`config.mk`:
```
export PLATFORM = sky130hd
export DESIGN_NAME = pid_position_controller
export DESIGN_NICKNAME = d
export VERILOG_FILES = /design/src/rtl/core/ppc_pkg.sv /design/src/rtl/core/pid_position_controller.sv
export VERILOG_INCLUDE_DIRS = /design/src /design/src/rtl/core
export SDC_FILE = /design/constraint.sdc
export NUM_CORES = 2
export LEC_CHECK = 0
export BUFFER_PORTS_ARGS = -buffer_cell sky130_fd_sc_hd__buf_2
export CAP_MARGIN = 20
export CORE_ASPECT_RATIO = 0.5
export CORE_MARGIN = 10
export CORE_UTILIZATION = 50
export CTS_CLUSTER_DIAMETER = 100
export DETAILED_ROUTE_END_ITERATION = 8
export GPL_TIMING_DRIVEN = 0
export PLACE_DENSITY = 0.68
export SLEW_MARGIN = 20
export SYNTH_ARGS = -nofsm -noshare
export SYNTH_HDL_FRONTEND = slang
export SYNTH_SLANG_ARGS = --single-unit
export TNS_END_PERCENT = 10
```
`constraint.sdc`:
```
create_clock -name aclk -period 37 [get_ports aclk]
set_clock_uncertainty 0.15 [all_clocks]
set_input_delay 7.4 -clock aclk [delete_from_list [all_inputs] [get_ports aclk]]
set_output_delay 7.4 -clock aclk [all_outputs]
set_load 0.02 [all_outputs]
```
`src/rtl/core/assert_macros.svh`:
```
// Assertion macros shared by the RTL of the position controller.
// No dependencies.
`ifndef ASSERT_MACROS_SVH
`define ASSERT_MACROS_SVH

// Same-cycle implication, checked while out of reset.
`define ASSERT_SAME(lbl, clk, rstn, ante, cons) \
    lbl: assert property (@(posedge clk) disable iff (!(rstn)) (ante) |-> (cons)) \
        else $error("assertion failed");

// Next-cycle implication, checked while out of reset.
`define ASSERT_NEXT(lbl, clk, rstn, ante, cons) \
    lbl: assert property (@(posedge clk) disable iff (!(rstn)) (ante) |=> (cons)) \
        else $error("assertion failed");

`endif

```
`src/rtl/core/ppc_pkg.sv`:
```
// Types, constants and the clamp helper for the PID position controller.
// No dependencies.
`default_nettype none

package ppc_pkg;

    localparam int PID_SHIFT   = 8;
    localparam int CFG_AW      = 3;
    localparam int CFG_DW      = 15;
    localparam int POS_W       = 32;
    localparam int VAL_W       = 16;

    localparam logic [CFG_AW-1:0] REG_PROP_GAIN        = 3'd0;
    localparam logic [CFG_AW-1:0] REG_INTEG_GAIN       = 3'd1;
    localparam logic [CFG_AW-1:0] REG_DERIV_GAIN       = 3'd2;
    localparam logic [CFG_AW-1:0] REG_ERROR_LIMIT      = 3'd3;
    localparam logic [CFG_AW-1:0] REG_INTEGRAL_LIMIT   = 3'd4;
    localparam logic [CFG_AW-1:0] REG_DERIVATIVE_LIMIT = 3'd5;

    typedef logic signed [POS_W:0] wide_t;
    typedef logic signed [VAL_W-1:0] val_t;

    // Symmetric clamp to +/-lim; the result always fits 16 signed bits.
    function automatic val_t clamp_sym(input wide_t v, input logic [CFG_DW-1:0] lim);
        wide_t hi;
        wide_t lo;
        wide_t r;
        hi = $signed({{(POS_W+1-CFG_DW){1'b0}}, lim});
        lo = -hi;
        if (v > hi) begin
            r = hi;
        end else if (v < lo) begin
            r = lo;
        end else begin
            r = v;
        end
        return r[VAL_W-1:0];
    endfunction

endpackage

`default_nettype wire

```
`src/rtl/core/pid_position_controller.sv`:
```
// PID position controller: input register, one pass of regulator logic, result register.
// Depends on ppc_pkg and assert_macros.svh.
//
// One item is one control tick and yields one result item. An accepted item waits in
// the input register until the result side can take it, then the position, target,
// clamped error, integral and difference and the three gain products are formed in a
// single pass and loaded into the result register together with the regulator state.
// A new item is taken every cycle while the result side keeps up. The user must write
// gains and limits through the write port only while no item is in flight; the block
// itself does not enforce this. s_tdata: measured_step [15:0], target_step [31:16];
// s_tuser: enabled. m_tdata: drive [15:0], position_now [47:16].
`default_nettype none

`include "assert_macros.svh"

module pid_position_controller (
    input  wire logic        aclk,
    input  wire logic        aresetn,
    input  wire logic        cfg_we,
    input  wire logic [2:0]  cfg_addr,
    input  wire logic [14:0] cfg_wdata,
    input  wire logic        s_tvalid,
    output logic             s_tready,
    input  wire logic [31:0] s_tdata,   // measured_step [15:0], target_step [31:16]
    input  wire logic [0:0]  s_tuser,   // enabled [0]
    output logic             m_tvalid,
    input  wire logic        m_tready,
    output logic [47:0]      m_tdata    // drive [15:0], position_now [47:16]
);

    // configuration
    logic [11:0] prop_gain_reg;
    logic [10:0] integ_gain_reg;
    logic [9:0]  deriv_gain_reg;
    logic [14:0] error_limit_reg;
    logic [14:0] integral_limit_reg;
    logic [14:0] derivative_limit_reg;

    always_ff @(posedge aclk) begin
        if (!aresetn) begin
            prop_gain_reg        <= '0;
            integ_gain_reg       <= '0;
            deriv_gain_reg       <= '0;
            error_limit_reg      <= 15'd1023;
            integral_limit_reg   <= 15'd1023;
            derivative_limit_reg <= 15'd1023;
        end else if (cfg_we) begin
            case (cfg_addr)
                ppc_pkg::REG_PROP_GAIN:        prop_gain_reg        <= cfg_wdata[11:0];
                ppc_pkg::REG_INTEG_GAIN:       integ_gain_reg       <= cfg_wdata[10:0];
                ppc_pkg::REG_DERIV_GAIN:       deriv_gain_reg       <= cfg_wdata[9:0];
                ppc_pkg::REG_ERROR_LIMIT:      error_limit_reg      <= cfg_wdata;
                ppc_pkg::REG_INTEGRAL_LIMIT:   integral_limit_reg   <= cfg_wdata;
                ppc_pkg::REG_DERIVATIVE_LIMIT: derivative_limit_reg <= cfg_wdata;
                default: ;
            endcase
        end
    end

    // handshake
    logic        in_vld_reg;
    logic        out_vld_reg;
    logic        advance;
    logic        fire;
    logic [15:0] mstep_reg;
    logic [15:0] tstep_reg;
    logic        en_reg;

    assign advance  = !out_vld_reg || m_tready;
    assign fire     = in_vld_reg && advance;
    assign s_tready = !in_vld_reg || advance;

    always_ff @(posedge aclk) begin
        if (!aresetn) begin
            in_vld_reg <= 1'b0;
        end else if (s_tready) begin
            in_vld_reg <= s_tvalid;
        end
    end

    always_ff @(posedge aclk) begin
        if (s_tvalid && s_tready) begin
            mstep_reg <= s_tdata[15:0];
            tstep_reg <= s_tdata[31:16];
            en_reg    <= s_tuser[0];
        end
    end

    // regulator state
    logic [31:0]     position_reg;
    logic [31:0]     target_reg;
    ppc_pkg::val_t   integral_reg;
    ppc_pkg::val_t   prev_err_reg;

    logic [31:0]     position_next;
    logic [31:0]     target_sum;
    logic [31:0]     target_next;
    logic [31:0]     err_raw;
    ppc_pkg::val_t   err_c;
    ppc_pkg::val_t   integ_c;
    ppc_pkg::val_t   diff_c;
    ppc_pkg::val_t   integral_next;
    ppc_pkg::val_t   prev_err_next;
    logic signed [28:0] p_term;
    logic signed [27:0] i_term;
    logic signed [26:0] d_term;
    logic signed [30:0] pid_sum;
    logic [15:0]     drive_next;

    always_comb begin
        position_next = position_reg + {{16{mstep_reg[15]}}, mstep_reg};
        target_sum    = target_reg + {{16{tstep_reg[15]}}, tstep_reg};
        err_raw       = target_sum - position_next;
        err_c   = ppc_pkg::clamp_sym($signed({err_raw[31], err_raw}), error_limit_reg);
        integ_c = ppc_pkg::clamp_sym(
            $signed({{17{integral_reg[15]}}, integral_reg})
                + $signed({{17{err_c[15]}}, err_c}), integral_limit_reg);
        diff_c  = ppc_pkg::clamp_sym(
            $signed({{17{err_c[15]}}, err_c})
                - $signed({{17{prev_err_reg[15]}}, prev_err_reg}), derivative_limit_reg);
        p_term  = err_c * $signed({1'b0, prop_gain_reg});
        i_term  = integ_c * $signed({1'b0, integ_gain_reg});
        d_term  = diff_c * $signed({1'b0, deriv_gain_reg});
        pid_sum = 31'(p_term) + 31'(i_term) + 31'(d_term);
        if (en_reg) begin
            target_next   = target_sum;
            integral_next = integ_c;
            prev_err_next = err_c;
            drive_next    = pid_sum[ppc_pkg::PID_SHIFT +: 16];
        end else begin
            target_next   = position_next;
            integral_next = '0;
            prev_err_next = '0;
            drive_next    = '0;
        end
    end

    always_ff @(posedge aclk) begin
        if (!aresetn) begin
            position_reg <= '0;
            target_reg   <= '0;
            integral_reg <= '0;
            prev_err_reg <= '0;
        end else if (fire) begin
            position_reg <= position_next;
            target_reg   <= target_next;
            integral_reg <= integral_next;
            prev_err_reg <= prev_err_next;
        end
    end

    // result register
    logic [47:0] out_data_reg;

    always_ff @(posedge aclk) begin
        if (!aresetn) begin
            out_vld_reg <= 1'b0;
        end else if (advance) begin
            out_vld_reg <= in_vld_reg;
        end
    end

    always_ff @(posedge aclk) begin
        if (fire) begin
            out_data_reg <= {position_next, drive_next};
        end
    end

    assign m_tvalid = out_vld_reg;
    assign m_tdata  = out_data_reg;

    `ASSERT_NEXT(a_disabled_clears, aclk, aresetn, fire && !en_reg,
        integral_reg == '0 && prev_err_reg == '0 && target_reg == position_reg)
    `ASSERT_NEXT(a_state_holds, aclk, aresetn, !fire, $stable(position_reg) && $stable(target_reg))
    `ASSERT_SAME(a_out_from_fire, aclk, aresetn, $rose(out_vld_reg), $past(fire))
    `ASSERT_NEXT(a_out_position, aclk, aresetn, fire, m_tdata[47:16] == position_reg)

endmodule

`default_nettype wire
```
==> metrics.md <==
| Metric | Value |
|---|---|
| Cell type contributing the most total cell area after synthesis | sky130_fd_sc_hd__fa_1 |
| Maximum number of pins on one net before global-route repair | 48 |
| Worst-path clk slew | roughly 70 ps |
| Total global routing track utilization | 26.4% |
| Core Rows | 71 |
| Category of the most critical setup path | reg2reg |
| Global placer's final weighted congestion | 0.964 |
| Crit path max fanout | 17 |
| Antenna Nets Post-Route | 0 |
| Layout overhead on the synthesized area | 7.29% |
| Top Ports | around 110 |
| Flip-flop count of the largest register, all copies and words added | 48 |
| Starting Density | 50.8% |
| Clock Latency Late Sink | just over 600 ps |
| Final slew viol count | 0 |
| Via count of the first global-routing pass | 32100 |
| Gate Count Post-Synth | about 4400 |
| Most area-consuming cells after synthesis | sky130_fd_sc_hd__fa_1 26%, sky130_fd_sc_hd__ha_1 12%, sky130_fd_sc_hd__dfxtp_1 9.2% |
| Vias | about 31000 |
| Setup_tns | 0 ps |
| Share of async-settable or async-resettable flops after synthesis | 0% |
| Drt pass-1 iters | 6 |
| Clock buffer count from CTS | 26 |
| CP required | between 30000 and 40000 ps |
| Minimum clock period | about 24000 ps |
| Final Hold Slack | between 300 and 400 ps |
| Global route overflow | 0 |
| Least-Margin Pin Slew | between 1000 and 1500 ps |
| CTS resizes | 0 |
| Root Driver | sky130_fd_sc_hd__clkbuf_16 |
| Most used DFF post-synth | sky130_fd_sc_hd__dfxtp_1 |
| Met3 global-route usage | 5.92% |
| Most Frequent Cell on Critical Path | sky130_fd_sc_hd__a21oi_1 |
| Proportion of synthesized chip area in sequential cells | between 10% and 20% |
| Die Y-Extent | approximately 220 µm |
| MaxCap Viol Count | 0 |
| Total die area | 0.0890 mm² |
| DRC errors left | 0 |
| Vias per Instance | between 5 and 6 |
| Core box area | around 0.076 mm² |
| Post-synth EDFFs | between 80 and 90 |
| Mapped Nets | between 5000 and 6000 |
| Top-area cell type share of the netlist area | a little over a quarter |
| CTS tree | done |
| Global-route wire length before repair | between 150 and 200 mm |
| FF+latch count, synth | ~260 |
| Total count of hold-check failures in the final report | 0 |
| Detailed-route wire length per cell | ~21 µm |
| Global-route met2 utilization | about two fifths |
| Crit. End Element | flop |
| Most common cell after layout, fill and taps aside | sky130_fd_sc_hd__inv_1 |
| Number of levels the H-tree was split into | 1 |
| Share of the clock period used by the worst path | approximately two thirds |
| Worst path max stage delay | roughly 900 ps |
| Class of the worst hold path | reg2reg |
| Width of the die | between 400 and 500 µm |
| Highest-utilization routing layer at the global route stage | met2 |
| Max stage delay cell, worst path | sky130_fd_sc_hd__clkbuf_1 |
| Highest achievable clock rate | approximately 0.041 GHz |
| Number of antenna violations at the first check in global routing | 3 |
| Top library cells by usage in the layout, fill and taps aside | 743 x sky130_fd_sc_hd__inv_1, 533 x sky130_fd_sc_hd__nand2_1, 501 x sky130_fd_sc_hd__fa_1 |
| Number of buffers added on ports | between 100 and 150 |
| Final wirelength | roughly 120 mm |
| Arrival time worst endpoint | between 20000 and 25000 ps |
| Library cells used by synthesis | between 90 and 100 |
| HPWL after detailed placement | 98.7 mm |
| Met1 global-route usage | between 30% and 40% |
| Clock Tree Buf Depth | 3 |
| Critical path launch point type | flop |
| Fraction of layout instances using a drive strength above 1 | between 4 and 5% |
| Number of buffers inserted by post-CTS setup repair | 0 |
| Synthesized cell area | 0.0384 mm² |
| Unrepaired setup endpoints after global routing | false |
| Total Nets Final | between 5000 and 6000 |
| Yosys warning count | 0 |
| Run status | finished, final reports clean |
| Clock sink count | 257 |
| Setup Viol. Count Final | 0 |
| Starting DRC count in detailed routing | ~2500 |
| Max-slew headroom at the worst pin | between 10% and 20% |
| Mapped Avg Cell Area | 8.69 µm² |
| Post-cts hold buffer count | 0 |
## Yosys cell counts (29+ instances only)
library cell / n
sky130_fd_sc_hd__nand2b_1: 62
sky130_fd_sc_hd__xnor2_1: 140
sky130_fd_sc_hd__and3_1: 29
sky130_fd_sc_hd__nor3_1: 49
sky130_fd_sc_hd__edfxtp_1: 81
sky130_fd_sc_hd__nand2_1: 533
sky130_fd_sc_hd__and2_1: 270
sky130_fd_sc_hd__nand3_1: 49
sky130_fd_sc_hd__o21a_1: 49
sky130_fd_sc_hd__o211ai_1: 76
sky130_fd_sc_hd__a21o_1: 62
sky130_fd_sc_hd__nor2_1: 141
sky130_fd_sc_hd__inv_1: 743
sky130_fd_sc_hd__nor2b_1: 77
sky130_fd_sc_hd__o211a_1: 36
sky130_fd_sc_hd__clkbuf_1: 165
sky130_fd_sc_hd__dfxtp_1: 176
sky130_fd_sc_hd__ha_1: 375
sky130_fd_sc_hd__a21boi_0: 71
sky130_fd_sc_hd__fa_1: 501
sky130_fd_sc_hd__o21ai_0: 152
sky130_fd_sc_hd__xor2_1: 45
sky130_fd_sc_hd__a21oi_1: 158
sky130_fd_sc_hd__or3_1: 33
## routing by layer
metal | vias up | wire length (µm)
met5 | - | 0
met4 | 0 | 4380
met3 | 216 | 10400
met2 | 1187 | 51900
met1 | 15400 | 50800
li1 | 14700 | -
## kinds of logic (layout without fill, tap and decap cells)
group,after synthesis,after routing,share of synthesized area [%]
simple gates,1322,1322,17.0
fa+ha+maj,880,880,38.4
compound gates,810,810,14.6
buf+inv,928,1084,9.11
mux,35,35,0.951
xor+xnor,189,189,4.45
other cells,0,2,0
flops,257,257,15.5
## worst paths after layout
kind                endpoint  slack (ps)  cells after the start             from
max              m_tdata[14]       12720                     76    mstep_reg[15]
min          integral_reg[0]         320                      2  integral_reg[0]
max reg2reg      m_tdata[14]       12720                     76    mstep_reg[15]
min reg2reg  integral_reg[0]         320                      2  integral_reg[0]
## critical path: cells and delay by family (launching register included)
family                     cells  cell delay, ps
muxes                          2             280
buffers and inverters         11            3700
adders and majority gates     14            5890
xor gates and xnor gates       2             740
AOI/OAI and AO/OA             40           10990
and+or+nand+nor                7            1380
DFF                            1             830
## through the flow
step                      std cells  util [%]  cell area (µm²)  worst slack [ps]
after floorplan                4421         -            38400             18170
after global placement         5547      53.2            40200             13160
after detailed placement       5551      53.3            40300             12950
after CTS                      5599      54.5            41200             12850
after global routing           5599      54.5            41200             11350
final                          5601      54.5            41200             12720
## layout make-up
type | instances | area (µm²)
Antenna cell | 2 | 5.00
Buffer | 182 | 704
Clock buffer | 28 | 658
Clock inverter | 20 | 253
Fill cell | 6900 | 34400
Inverter | 746 | 2800
Multi-Input combinational cell | 3236 | 29000
Sequential cell | 257 | 5960
Tap cell | 1022 | 1280
Timing Repair Buffer | 108 | 581
Power is not shown: default switching activity piles up to over one toggle a cycle in this logic, so the estimate is an artifact.
